File: src/sv/text_terminal_screen_engine_defines.svh
// ----------------------------------------------------------------------------
// Assertion macros for the text terminal screen engine
// Each expects clk and arst_n in the scope of use.
// ----------------------------------------------------------------------------
`ifndef TEXT_TERMINAL_SCREEN_ENGINE_DEFINES_SVH
`define TEXT_TERMINAL_SCREEN_ENGINE_DEFINES_SVH

// same-cycle implication
`define TTSE_ASSERT_NOW(lbl, ante, cons, msg) \
	lbl: assert property (@(posedge clk) disable iff (!arst_n) (ante) |-> (cons)) \
		else $error(msg);

// next-cycle implication
`define TTSE_ASSERT_NEXT(lbl, ante, cons, msg) \
	lbl: assert property (@(posedge clk) disable iff (!arst_n) (ante) |=> (cons)) \
		else $error(msg);

`endif

File: src/sv/ttse_pkg.sv
// ----------------------------------------------------------------------------
// ttse_pkg
// Screen geometry, character codes, controller states and the command and
// status bundles shared by the controller and the datapath.
// ----------------------------------------------------------------------------
`default_nettype none

package ttse_pkg;

	localparam int ROWS   = 25;
	localparam int COLS   = 80;
	localparam int ROW_W  = 5;
	localparam int COL_W  = 7;
	localparam int CHAR_W = 8;
	localparam int CELLS  = ROWS * COLS;
	localparam int ADDR_W = $clog2(CELLS);

	localparam logic [CHAR_W-1:0] SPACE_CHAR = 8'h20;
	localparam logic [CHAR_W-1:0] CODE_BEL   = 8'h07;
	localparam logic [CHAR_W-1:0] CODE_BS    = 8'h08;
	localparam logic [CHAR_W-1:0] CODE_LF    = 8'h0A;
	localparam logic [CHAR_W-1:0] CODE_CR    = 8'h0D;

	localparam logic OP_PUT  = 1'b0;
	localparam logic OP_READ = 1'b1;

	typedef enum logic [2:0] {
		ST_INIT,
		ST_IDLE,
		ST_EXEC,
		ST_RWAIT,
		ST_SCROLL
	} state_t;

	typedef struct packed {
		logic init_step;
		logic load;
		logic exec_put;
		logic scroll_step;
		logic finish;
	} dp_cmd_t;

	typedef struct packed {
		logic init_last;
		logic op_read;
		logic need_scroll;
		logic scroll_last;
	} dp_sts_t;

	function automatic logic [ROW_W-1:0] phys_row(input logic [ROW_W-1:0] row,
		input logic [ROW_W-1:0] top);
		logic [ROW_W:0] s;
		s = {1'b0, row} + {1'b0, top};
		if (s >= (ROW_W+1)'(ROWS)) begin
			s = s - (ROW_W+1)'(ROWS);
		end
		return s[ROW_W-1:0];
	endfunction

	function automatic logic [ADDR_W-1:0] cell_addr(input logic [ROW_W-1:0] prow,
		input logic [COL_W-1:0] col);
		return ADDR_W'(prow) * ADDR_W'(COLS) + ADDR_W'(col);
	endfunction

endpackage

`default_nettype wire

File: src/sv/ttse_ctrl.sv
// ----------------------------------------------------------------------------
// ttse_ctrl
// Sequencer: clearing sweep after reset, item execution, read wait and the
// row clear of a scroll.
// ----------------------------------------------------------------------------
`default_nettype none

module ttse_ctrl
	import ttse_pkg::*;
(
	input  wire logic    clk,
	input  wire logic    arst_n,
	input  wire logic    start,
	input  wire dp_sts_t sts,
	output logic         busy,
	output dp_cmd_t      cmd
);

	state_t state_q;
	state_t state_d;

	always_ff @(posedge clk or negedge arst_n) begin
		if (!arst_n) begin
			state_q <= ST_INIT;
		end else begin
			state_q <= state_d;
		end
	end

	always_comb begin
		state_d = state_q;
		case (state_q)
			ST_INIT: begin
				if (sts.init_last) state_d = ST_IDLE;
			end
			ST_IDLE: begin
				if (start) state_d = ST_EXEC;
			end
			ST_EXEC: begin
				if (sts.op_read) state_d = ST_RWAIT;
				else if (sts.need_scroll) state_d = ST_SCROLL;
				else state_d = ST_IDLE;
			end
			ST_RWAIT: begin
				state_d = ST_IDLE;
			end
			ST_SCROLL: begin
				if (sts.scroll_last) state_d = ST_IDLE;
			end
			default: begin
				state_d = ST_INIT;
			end
		endcase
	end

	always_comb begin
		cmd  = '0;
		busy = 1'b1;
		case (state_q)
			ST_INIT: begin
				cmd.init_step = 1'b1;
			end
			ST_IDLE: begin
				busy     = 1'b0;
				cmd.load = start;
			end
			ST_EXEC: begin
				cmd.exec_put = !sts.op_read;
				cmd.finish   = !sts.op_read && !sts.need_scroll;
			end
			ST_RWAIT: begin
				cmd.finish = 1'b1;
			end
			ST_SCROLL: begin
				cmd.scroll_step = 1'b1;
				cmd.finish      = sts.scroll_last;
			end
			default: begin
				cmd = '0;
			end
		endcase
	end

endmodule

`default_nettype wire

File: config.mk
export PLATFORM = sky130hd
export DESIGN_NAME = ttse_ctrl
export DESIGN_NICKNAME = d
export VERILOG_FILES = /design/src/sv/text_terminal_screen_engine_defines.svh /design/src/sv/ttse_pkg.sv /design/src/sv/ttse_ctrl.sv
export SDC_FILE = /design/constraint.sdc
export NUM_CORES = 1
export LEC_CHECK = 0
export BUFFER_PORTS_ARGS = -buffer_cell sky130_fd_sc_hd__buf_2
export CORE_AREA = 2 2 39 41
export CTS_CLUSTER_DIAMETER = 200
export DETAILED_ROUTE_END_ITERATION = 10
export DIE_AREA = 0 0 41 43
export PLACE_DENSITY = 0.47
export SLEW_MARGIN = 20
export SYNTH_ARGS = -nofsm -noshare
export SYNTH_HDL_FRONTEND = slang
export SYNTH_SLANG_ARGS = --single-unit
File: constraint.sdc
create_clock -name clk -period 0.9 [get_ports clk]
set_input_delay 0.135 -clock clk [delete_from_list [all_inputs] [get_ports clk]]
set_output_delay 0.135 -clock clk [all_outputs]
set_load 0.01 [all_outputs]
Word level (Yosys, flattened, before mapping). Cells that the tools add are included.

Flip-flop bits (word level): 3. Input port bits: 7. Output and inout port bits: 6. Logic and storage cells: 25.

Equal/unequal tests: 7. Reduce and logical (&&, ||, !) cells: 5. Muxes and demuxes: 12.

Operators with widths (count): $mux 3 (5); $pmux 3 s5 (1); $eq 3x2->1 const B (2); $ne 2x2->1 const B (3); $mux 1 (5); $eq 3x1->1 const B (1); $eq 3x3->1 const B (1); $logic_not 3->1 (1); $pmux 1 s3 (1); $reduce_and 3->1 (1); $logic_not 1->1 (2); $logic_and 1x1->1 (1).

Longest topological paths before layout. Gate-level depths: netlist of the first run.

Depth in word-level cells: 3. Gate-level depth with buffers: 4. Mapped depth without buffers: 3.

Least setup slack after synthesis of the first run. OpenSTA, ideal clock, no wires.

Path kind: reg2reg. Start: register state_q[2]. End: register state_q[2]. Arrival: 1.053 ns. Setup time: 0.067 ns. Setup slack: -0.220 ns. Cell stages (with the launch flop): 4. Clock period less this slack: 1.120 ns. Required time: 0.833 ns. Buffers on the path: 1. Cells stage by stage: dfrtp_1 -> buf_6 -> nor4b_2 -> a22o_1.

Longest elaborated chain between the ends: 3. Elaborated cells on any way between the ends: 10. Classes of those cells: 7 x eq/ne; 1 x mux; 2 x reduce/logical.

Ends and longest elaborated chain: start, declared (RTL line ttse_ctrl.sv:19) `state_t state_q;`; start signal, assigned (RTL line ttse_ctrl.sv:26) `state_q <= state_d;`; $eq 3x3->1 (tied with other cells) (RTL line ttse_ctrl.sv:32) `case (state_q)`; $ne 2x2->1 (no source line); $reduce_and 3->1 (no source line).

Several ways; a longest one is shown, not always the timed one. A chain may end at the register's enable or synchronous reset.

==> results by group, run 1 <==
Critical path
  • WS Path Type: reg -> out
  • Slowest cell on the critical path: dfrtp_2
  • Critical Path Max Stage Delay: approximately 430 ps
  • Crit-path max FO: 5
  • R2R Setup Slk: -310 ps
  • Crit end category: output pin
  • WP buf/inv: 2
  • Critical path startpoint category: register
  • WP data required: roughly 760 ps
  • Critical Path AT: between 1000 and 1500 ps
  • Largest delay share family, worst path: flip-flops
  • CP Cell Sequence: buf_6 -> nor4b_4 -> buf_2

Synth
  • Seq/Total Area, Yosys: 33.52%
  • Post-Syn Instances: 26
  • Yosys reg bits: 3
  • Syn nets: 33
  • Cell area after synthesis: 224.0 um2
  • Avg Cell Area, Syn: about 8.6 um2
  • Synth unique cells: 20
  • Synth warn: 0

Run status
  • Status: finished with violations
  • Failing checks: negative setup slack

Placed design
  • Buffers on Ports: 12
  • Worst slack at placement: -291.2 ps
  • Post-detail-place hpwl: around 510 um
  • Gpl congestion: 0.7283

GRT
  • Vias in the first global route: about 260
  • Grt total ovfl: 0
  • Initial antenna violation count: 0
  • First-pass GRT wire length: 1062 um
  • Gr usage total: 9.557%
  • Pin count of the biggest net entering global routing: 9

STA
  • Tcrit/Tclk final: 149.3%
  • Final setup vio count: 9
  • Maximum operating frequency: roughly 740 MHz
  • Final Max Slew Viols: 0
  • Hold slack: about 160 ps
  • Max-slew headroom: 80.40%
  • RSZ-0062 raised after global routing: true
  • TNS Setup: -3119 ps
  • Layout Skew: about 2.9 ps
  • Worst Tran Pin Value: between 200 and 300 ps
  • Crit path time final: 1344 ps
  • Fin worst setup slack: -443.6 ps
  • Final Hold Viols: 0

Floorplan
  • Die Y: approximately 43 um
  • Num rows: 14
  • Chip Width: slightly above 40 um
  • I/O Pins: 13
  • Starting Density: 16.18%
  • CORE AREA: roughly 0.0014 mm2
  • Die area: ~0.0018 mm2

Drt
  • WL per Instance: 10.24 um
  • First-pass DRT Iterations: 3
  • Starting DRC count in detailed routing: 2
  • Post-route antenna net violation count: 0
  • WL final: approximately 700 um
  • DRC: 0
  • Drt via density: between 4 and 5
  • Via count: between 200 and 300

Pwr
  • Total power: roughly 1400 uW
  • Psw: approximately 550 uW
  • Clk pwr share: between 15 and 20%
  • Sw Ratio: 38.79%
  • Leakage Power: around 0.00023 uW
  • Power Internal: 873.1 uW
  • Reg power frac: about a quarter
  • PD cells: between 2000 and 3000 mW/mm2
  • Gate power share: just under 60%
  • VDD IR max: 1.027 mV

Clocking
  • Number of H-tree levels: 1
  • CTS max path bufs: 2
  • Root buffer cell: clkbuf_4
  • Clock buffer count from CTS: 3
  • CTS tree: yes
  • Clock latency at the later pin of the worst-skew pair: ~240 ps
  • Reg clk slew, reported paths: 40 ps
  • CTS sink count: 3

Min path
  • Worst hold path type: in -> reg

Layout
  • Storage cell area: 78.83 um2
  • Multi-input combinational cell area: between 150 and 200 um2
  • Fillers: approximately 150
  • Max reg flops: 3
  • ANT cells: 0
  • Top Registers: state_q x3
  • Nets: 60
  • Layout cells sized above 1: about four fifths
  • Top reg by flops: state_q
  • Area Overhead vs Synth: 121.8%

Flow run
  • Maxcap violations: 0
layout make-up:
class                           count  share of cell area [%]
Inverter                            2                   1.511
Clock buffer                        4                   5.290
Sequential cell                     3                   15.87
Multi-Input combinational cell     19                   36.27
Tap cell                           16                   4.030
Timing Repair Buffer               24                   37.03
metrics by stage:
step	cell area [um2]	std cells	utilization, %
finish	496.7	68	35.90
global route	496.7	68	35.90
CTS	434.2	66	31.37
detailed placement	349.1	57	25.23
global placement	349.1	57	25.23
floorplan	254.0	26	-
logic make-up (layout without fill, tap and decap cells):
family | count (synthesis) | count (layout) | share of synthesized area, %
flip-flops | 3 | 3 | 33.52
AND/OR/NAND/NOR | 14 | 14 | 39.66
AO/OA/AOI/OAI | 5 | 5 | 16.20
buffers and inverters | 4 | 30 | 10.61
final timing paths:
kind	from	endpoint	cells past startpoint
max in group asynchronous	arst_n	state_q[0]$_DFFE_PN0P_	2
hold / removal	sts[1]	state_q[2]$_DFFE_PN0P_	2
min in group asynchronous	arst_n	state_q[1]$_DFFE_PN0P_	2
setup reg to reg	state_q[1]$_DFFE_PN0P_	state_q[0]$_DFFE_PN0P_	4
hold reg to reg	state_q[2]$_DFFE_PN0P_	state_q[1]$_DFFE_PN0P_	2
setup / recovery	state_q[2]$_DFFE_PN0P_	cmd[2]	3
placed cells by master, fill, tap and decap left out, drive strengths merged, types with 2 or more instances in the layout:
| cell | count |
|---|---|
| buf | 23 |
| clkbuf | 4 |
| nand2 | 4 |
| dfrtp | 3 |
| nor2 | 2 |
| nor3b | 2 |
| inv | 2 |
layer usage:
layer	global-route usage, %	wire [um]	up-vias
met2	13.13	367	10
li1	-	-	143
met4	8.000	21	0
met5	0	0	-
met3	3.141	35	2
met1	11.33	272	143
power groups by stage:
stage | registers (uW) | logic, uW | clock network, uW
floorplan | 261 | 417 | 0
global placement | 335 | 571 | 0
detailed placement | 330 | 573 | 0
CTS | 335 | 662 | 251
global route | 358 | 920 | 268
finish | 338 | 847 | 242
what timing repair did:
action | in CTS | in global routing
pin swaps | 5 | 4
endpoints found under the hold margin | 3 | 0
setup buffers | 4 | 3
resized for setup | 5 | 11
gates cloned | 0 | 0
hold buffers | 1 | 0
setup endpoints to repair | 9 | 9
cell usage after synthesis, drive strengths merged:
| master | count | area share [%] |
|---|---|---|
| a21oi | 1 | 2.2 |
| a22o | 1 | 3.9 |
| and2b | 1 | 3.9 |
| buf | 2 | 7.3 |
| dfrtp | 3 | 34 |
| inv | 2 | 3.3 |
| nand2 | 4 | 6.7 |
| nand3 | 1 | 2.2 |
| nor2 | 2 | 3.4 |
| nor2b | 1 | 2.8 |
| nor3 | 1 | 2.2 |
| nor3b | 2 | 8.9 |
| nor4b | 1 | 6.7 |
| o21ai | 1 | 2.2 |
| o221ai | 1 | 3.9 |
| o311ai | 1 | 3.9 |
| or3 | 1 | 2.8 |
Note: power is estimated with default switching activity, not from simulation.
==> run 2, diff against run 1 <==
--- a/config.mk
+++ b/config.mk
@@ -5,6 +5,7 @@
 export SDC_FILE = /design/constraint.sdc
 export NUM_CORES = 1
 export LEC_CHECK = 0
+export ABC_AREA = 1
 export BUFFER_PORTS_ARGS = -buffer_cell sky130_fd_sc_hd__buf_2
 export CORE_AREA = 2 2 39 41
 export CTS_CLUSTER_DIAMETER = 200
==> run 2 against run 1 <==
Critical path type unchanged. Cell area fell by 15%. Cell count rose by 5.9%. The flow still finishes with violations (negative setup slack). Critical path depth fell by 1.
==> results by group, run 2 <==
Run status
  • Status: finished with violations
  • Failing checks: negative setup slack

Drt
  • WL final: 646 um (-7.2%)
  • First-pass DRT Iterations: 1 (-2)
  • Starting DRC count in detailed routing: 0 (-2)
  • Via count: 290 (-2.7%)
  • Drt via density: 4.028 (-8.1%)
  • Post-route antenna net violation count: 0 (unchanged)
  • WL per Instance: 8.972 um (-12%)
  • DRC: 0 (unchanged)

Clocking
  • CTS tree: yes
  • Number of H-tree levels: 1 (unchanged)
  • Clock latency at the later pin of the worst-skew pair: 230 ps (about the same)
  • Root buffer cell: clkbuf_4
  • Clock buffer count from CTS: 3 (unchanged)
  • CTS max path bufs: 2 (unchanged)
  • CTS sink count: 3 (unchanged)
  • Reg clk slew, reported paths: 30 ps (about the same)

Critical path
  • Crit end category: output pin
  • WP data required: 760 ps (about the same)
  • WS Path Type: reg -> out
  • Critical path startpoint category: register
  • Worst reg2reg startpoint: state_q[0]$_DFFE_PN0P_
  • Crit-path max FO: 5 (unchanged)
  • Crit path from: state_q[2]$_DFFE_PN0P_
  • Critical Path AT: 1150 ps (-60 ps)

Synth
  • Post-synth top flop: dfrtp_1
  • Avg Cell Area, Syn: 6.292 um2 (-27%)
  • Syn nets: 42 (+27%)
  • Post-Syn Instances: 35 (+35%)
  • Cell area after synthesis: 220.2 um2 (-1.7%)
  • Synth unique cells: 12 (-40%)
  • Asr flop ratio synth: 100.0% (unchanged)
  • Area contributors post-synth: dfrtp_1, nand3_1, inv_1
  • Seq/Total Area, Yosys: 34.09% (+0.57 points)
  • Yosys reg bits: 3 (unchanged)
  • Synth warn: 0 (unchanged)
  • EDFF count, synth: 0 (unchanged)
  • Synth cell count leaders: inv_1, nand3_1, nor2_1
  • Yosys top cell by area: dfrtp_1
  • Post-synth top area share: 34.09% (+0.57 points)

Pwr
  • VDD IR max: 0.9239 mV (-10%)
  • PD cells: 2948 mW/mm2 (+2.7%)
  • Total power: 1243 uW (-13%)
  • Leakage Power: 0.0002214 uW (-4.3%)

Placed design
  • Gpl congestion: 0.6879 (-5.5%)
  • Buffers on Ports: 12 (unchanged)
  • Post-detail-place hpwl: 471.9 um (-6.6%)
  • Worst slack at placement: -184.3 ps (+106.9 ps)

STA
  • Max-slew headroom: 84.51% (+4.1 points)
  • Final Max Slew Viols: 0 (unchanged)
  • Layout Skew: 4.920 ps (+2.023 ps)
  • Crit path time final: 1284 ps (-59.88 ps)
  • TNS Setup: -2571 ps (+547.7 ps)
  • Maximum operating frequency: 779.0 MHz (+4.7%)
  • Tcrit/Tclk final: 142.6% (-6.7 points)
  • RSZ-0062 raised after global routing: true
  • Final setup vio count: 9 (unchanged)
  • Final Hold Viols: 0 (unchanged)
  • Fin worst setup slack: -383.8 ps (+59.88 ps)
  • Worst Tran Pin Value: 230.4 ps (-59.02 ps)

Layout
  • Area Overhead vs Synth: 91.48%
  • Top Registers: state_q x3
  • Commonest non-fill, non-tap cell in the layout: buf_2
  • Layout cells sized above 1: 67.86% (-11 points)
  • ANT cells: 0 (unchanged)
  • Max reg flops: 3 (unchanged)
  • Nets: 64 (+6.7%)
  • Most frequent cells in the layout: buf_2, inv_2, nand2_1, inv_1
  • Top reg by flops: state_q

GRT
  • First-pass GRT wire length: 979 um (-7.8%)
  • Gr usage total: 8.241% (-1.3 points)
  • Grt total ovfl: 0 (unchanged)
  • Pin count of the biggest net entering global routing: 6 (-3)
  • Initial antenna violation count: 0 (unchanged)
  • Vias in the first global route: 261 (+1.6%)

Floorplan
  • I/O Pins: 13 (unchanged)
  • Num rows: 14 (unchanged)
  • Die area: 0.001763 mm2 (unchanged)
  • Chip Width: 41 um (unchanged)
  • CORE AREA: 0.001384 mm2 (unchanged)
  • Die Y: 43 um (unchanged)
  • Starting Density: 15.91% (-0.27 points)

Min path
  • Worst hold path type: in -> reg
  • Hold wc startpoint: sts[1]

Flow run
  • Maxcap violations: 0 (unchanged)
==> run 2: changes by cell type after synthesis, sizes merged, moves of 2 or more <==
cell	previous run	this run
nor2	2	7
buf	2	0
inv	2	9
nor3b	2	0
nand3	1	6
==> run 2: per-layer routing <==
metal,track usage [%],wire length [um],up-vias
met5,0,0,-
met4,2.000,0,0
met3,4.712,39,0
met2,12.19,326,6
met1,10.00,280,132
li1,-,-,152
==> run 2: cell families after synthesis <==
family | synth area share, %
simple gates | 41.47
compound gates | 9.087
flops | 34.09
buf+inv | 15.34
==> run 2: timing repair <==
action | in CTS | in global routing
buffers inserted | 1 | 1
hold buffers | 1 | 0
resized for setup | 8 | 7
pin swaps | 3 | 1
setup endpoints to repair | 9 | 9
hold endpoints to repair | 3 | 0
==> run 2: power breakdown <==
part	total (uW)	switching (uW)	leakage [uW]	internal, uW
registers	279	85.1	0.0000346	194
logic	737	405	0.000172	332
clock network	227	61.7	0.0000150	166
total	1240	552	0.000221	691
==> run 2: worst max-delay path, cell delays in order, from the launching register on <==
cell and delay (ps):
dfrtp_2 440, nor4_2 310, buf_2 180
==> run 2: path summary, 6_finish.rpt <==
kind / cells past startpoint / slack [ps] / to
min in group asynchronous: 2 / 230 / state_q[0]$_DFFE_PN0P_
worst max register to register: 6 / -220 / state_q[0]$_DFFE_PN0P_
worst min-delay path: 3 / 160 / state_q[2]$_DFFE_PN0P_
max in group asynchronous: 2 / 540 / state_q[1]$_DFFE_PN0P_
worst max-delay path: 2 / -380 / cmd[2]
worst min register to register: 3 / 610 / state_q[2]$_DFFE_PN0P_
==> run 2: through the flow <==
| step | hold WS [ps] | cells | utilization [%] | instance area, um2 |
|---|---|---|---|---|
| 2_1_floorplan | -160.6 | 35 | - | 225.2 |
| 4_1_cts | 155.1 | 72 | 29.29 | 405.4 |
| 5_1_grt | 157.8 | 72 | 30.47 | 421.7 |
| 3_5_place_dp | -67.42 | 66 | 23.69 | 327.8 |
| 6_report | 155.3 | 72 | 30.47 | 421.7 |
| 3_3_place_gp | -66.52 | 66 | 23.69 | 327.8 |
==> run 2: layout make-up <==
type	instances	area [um2]
Fill cell	158	962.2
Multi-Input combinational cell	23	158.9
Sequential cell	3	78.83
Timing Repair Buffer	17	103.9
Inverter	9	33.78
Tap cell	16	20.02
Clock buffer	4	26.28
==> run 3, diff against run 2 <==
--- a/config.mk
+++ b/config.mk
@@ -8,10 +8,12 @@
 export ABC_AREA = 1
 export BUFFER_PORTS_ARGS = -buffer_cell sky130_fd_sc_hd__buf_2
 export CORE_AREA = 2 2 39 41
+export CTS_BUF_LIST = sky130_fd_sc_hd__clkbuf_8
 export CTS_CLUSTER_DIAMETER = 200
 export DETAILED_ROUTE_END_ITERATION = 10
 export DIE_AREA = 0 0 41 43
 export PLACE_DENSITY = 0.47
+export RECOVER_POWER = 50
 export SLEW_MARGIN = 20
 export SYNTH_ARGS = -nofsm -noshare
 export SYNTH_HDL_FRONTEND = slang
==> run 3 against run 2 <==
The run still ends with negative setup slack left. Fmax increased by 1.6%. Count of clock-buffer cells in the layout decreased by 1. Global-route usage increased by 0.40 points. Cell count unchanged. Utilization up 1.3 points. Sequential share of layout area down 0.75 points. Cell area up 4.2%. Sequential power about the same. First-iteration DRC count rose by 2. Total power increased by 11%. Clock skew decreased by 0.52 ps. Sequential cell count unchanged. Critical path type unchanged. Critical endpoint unchanged. Largest power group unchanged.
==> results by group, run 3 (synthesized netlist as in run 2, its figures left out) <==
Run status
  • Status: finished with violations
  • Failing checks: negative setup slack

Drt
  • Post-route antenna net violation count: 0 (unchanged)
  • Starting DRC count in detailed routing: 2 (+2)
  • DRC: 0 (unchanged)
  • Via count: 292 (+0.69%)
  • WL per Instance: 9.042 um (+0.77%)
  • WL final: 651 um (+0.77%)
  • First-pass DRT Iterations: 2 (+1)
  • Drt via density: 4.056 (+0.69%)

GRT
  • Pin count of the biggest net entering global routing: 6 (unchanged)
  • Grt total ovfl: 0 (unchanged)
  • First-pass GRT wire length: 1000 um (+2.1%)
  • Vias in the first global route: 263 (+0.77%)
  • Initial antenna violation count: 0 (unchanged)
  • Gr usage total: 8.643% (+0.40 points)

Critical path
  • Critical Path AT: 1130 ps (-20 ps)
  • Critical path startpoint category: register
  • WS Path Type: reg -> out
  • CP Cell Sequence: nor4_2 -> buf_2
  • Crit end category: output pin
  • Crit-path max FO: 5 (unchanged)
  • Critical Path Max Stage Delay: 440 ps (about the same)
  • WP data required: 760 ps (about the same)
  • Slowest cell on the critical path: dfrtp_2
  • Worst R2R Path Depth: 6 (unchanged)

Pwr
  • Reg power frac: 20.2% (-2.3 points)
  • Gate power share: 53.3% (-6.0 points)
  • PD cells: 3146 mW/mm2 (+6.7%)
  • Psw: 566.9 uW (+2.8%)
  • VDD IR max: 1.108 mV (+20%)
  • Clk pwr share: 26.5% (+8.2 points)
  • Power Internal: 814.8 uW (+18%)
  • Sw Ratio: 41.03% (-3.3 points)
  • Leakage Power: 0.0002305 uW (+4.1%)

Layout
  • Top Registers: state_q x3
  • Max reg flops: 3 (unchanged)
  • Most frequent cells in the layout: buf_2, inv_2, inv_1
  • Area Overhead vs Synth: 99.43%
  • Finished Layout Cells: 72 (unchanged)
  • Nets: 64 (unchanged)
  • Commonest non-fill, non-tap cell in the layout: buf_2
  • Utilization after layout: 31.74% (+1.3 points)
  • ANT cells: 0 (unchanged)
  • Top reg by flops: state_q
  • Final Cell Area: 439.2 um2 (+4.2%)
  • Layout cells sized above 1: 66.07% (-1.8 points)
  • Fillers: 157 (-0.63%)

Floorplan
  • Num rows: 14 (unchanged)
  • Starting Density: 15.91% (unchanged)
  • Chip Width: 41 um (unchanged)
  • Die area: 0.001763 mm2 (unchanged)
  • CORE AREA: 0.001384 mm2 (unchanged)
  • Die Y: 43 um (unchanged)
  • I/O Pins: 13 (unchanged)

STA
  • Maximum operating frequency: 791.1 MHz (+1.6%)
  • Final Max Slew Viols: 0 (unchanged)
  • Final setup vio count: 9 (unchanged)
  • Final Hold Viols: 0 (unchanged)
  • RSZ-0062 raised after global routing: true
  • Max-slew headroom: 84.51% (unchanged)
  • Worst Tran Pin Value: 230.4 ps (+0.0003576 ps)
  • Fin worst setup slack: -364.1 ps (+19.62 ps)
  • Hold slack: 172.1 ps (+16.87 ps)
  • Tcrit/Tclk final: 140.5% (-2.2 points)
  • Layout Skew: 4.401 ps (-0.5194 ps)
  • Crit path time final: 1264 ps (-19.62 ps)

Clocking
  • CTS tree: yes
  • Clock buffer count from CTS: 3 (unchanged)
  • CTS sink count: 3 (unchanged)
  • Reg clk slew, reported paths: 30 ps (about the same)
  • Clock latency at the later pin of the worst-skew pair: 210 ps (-20 ps)
  • Number of H-tree levels: 1 (unchanged)
  • CTS max path bufs: 2 (unchanged)
  • Root buffer cell: clkbuf_8

Placed design
  • Post-detail-place hpwl: 471.9 um (unchanged)
  • Gpl congestion: 0.6879 (unchanged)
  • Worst slack at placement: -184.3 ps (unchanged)
  • Placed insts: 66 (unchanged)
  • Buffers on Ports: 12 (unchanged)
  • Placed inst area: 327.8 um2 (unchanged)

Flow run
  • Maxcap violations: 0 (unchanged)

Min path
  • Worst hold path type: in -> reg
  • Worst hold stages: 3 (unchanged)
==> run 3: per-layer routing <==
metal	up-vias	global-route usage (%)	share of wire, %
li1	152	-	-
met1	132	10.32	41
met2	8	12.19	51
met3	0	4.712	7.8
met4	0	4.000	0
met5	-	0	0
==> run 3: metrics by stage <==
step | total power [uW] | setup TNS (ps)
after floorplan | 582.3 | -562.6
after global placement | 794.4 | -1154
after detailed placement | 797.0 | -1152
after CTS | 1308 | -2483
after global routing | 1506 | -2951
final | 1382 | -2456
==> run 3: worst max-delay path, delay by kind of cell, from the launching register on <==
kind          cells  cell delay (ps)
flops             1              440
simple gates      1              300
buf+inv           1              180
==> run 3: layout make-up <==
cell class	count	area [um2]	share of cell area, %
flip-flops and latches	3	78.83	17.95
well taps	16	20.02	4.558
clock inverters	1	3.754	0.8547
repair buffers	17	102.6	23.36
multi-input cells	23	158.9	36.18
clock buffers	3	41.29	9.402
inverters	9	33.78	7.692
==> run 3: power by group through the flow <==
| stage | sequential (uW) | combinational [uW] | clock, uW |
|---|---|---|---|
| after CTS | 254 | 677 | 377 |
| after detailed placement | 253 | 544 | 0 |
| after floorplan | 242 | 340 | 0 |
| after global routing | 293 | 809 | 404 |
| final | 279 | 736 | 367 |
| after global placement | 250 | 544 | 0 |
==> run 3: repair_timing <==
action                                  4_1_cts  5_1_grt
pin swaps                                     3        1
endpoints found under the hold margin         3        0
endpoints found under the setup margin        9        9
resized for setup                             8        7
buffers inserted                              1        1
hold buffers                                  1        0
==> run 3: worst paths after layout <==
path / from / to / slack [ps]
max in group asynchronous: arst_n / state_q[1]$_DFFE_PN0P_ / 460
setup / recovery: state_q[2]$_DFFE_PN0P_ / cmd[2] / -360
hold / removal: sts[1] / state_q[2]$_DFFE_PN0P_ / 170
setup reg to reg: state_q[0]$_DFFE_PN0P_ / state_q[0]$_DFFE_PN0P_ / -220
hold reg to reg: state_q[0]$_DFFE_PN0P_ / state_q[2]$_DFFE_PN0P_ / 610
min in group asynchronous: arst_n / state_q[0]$_DFFE_PN0P_ / 270
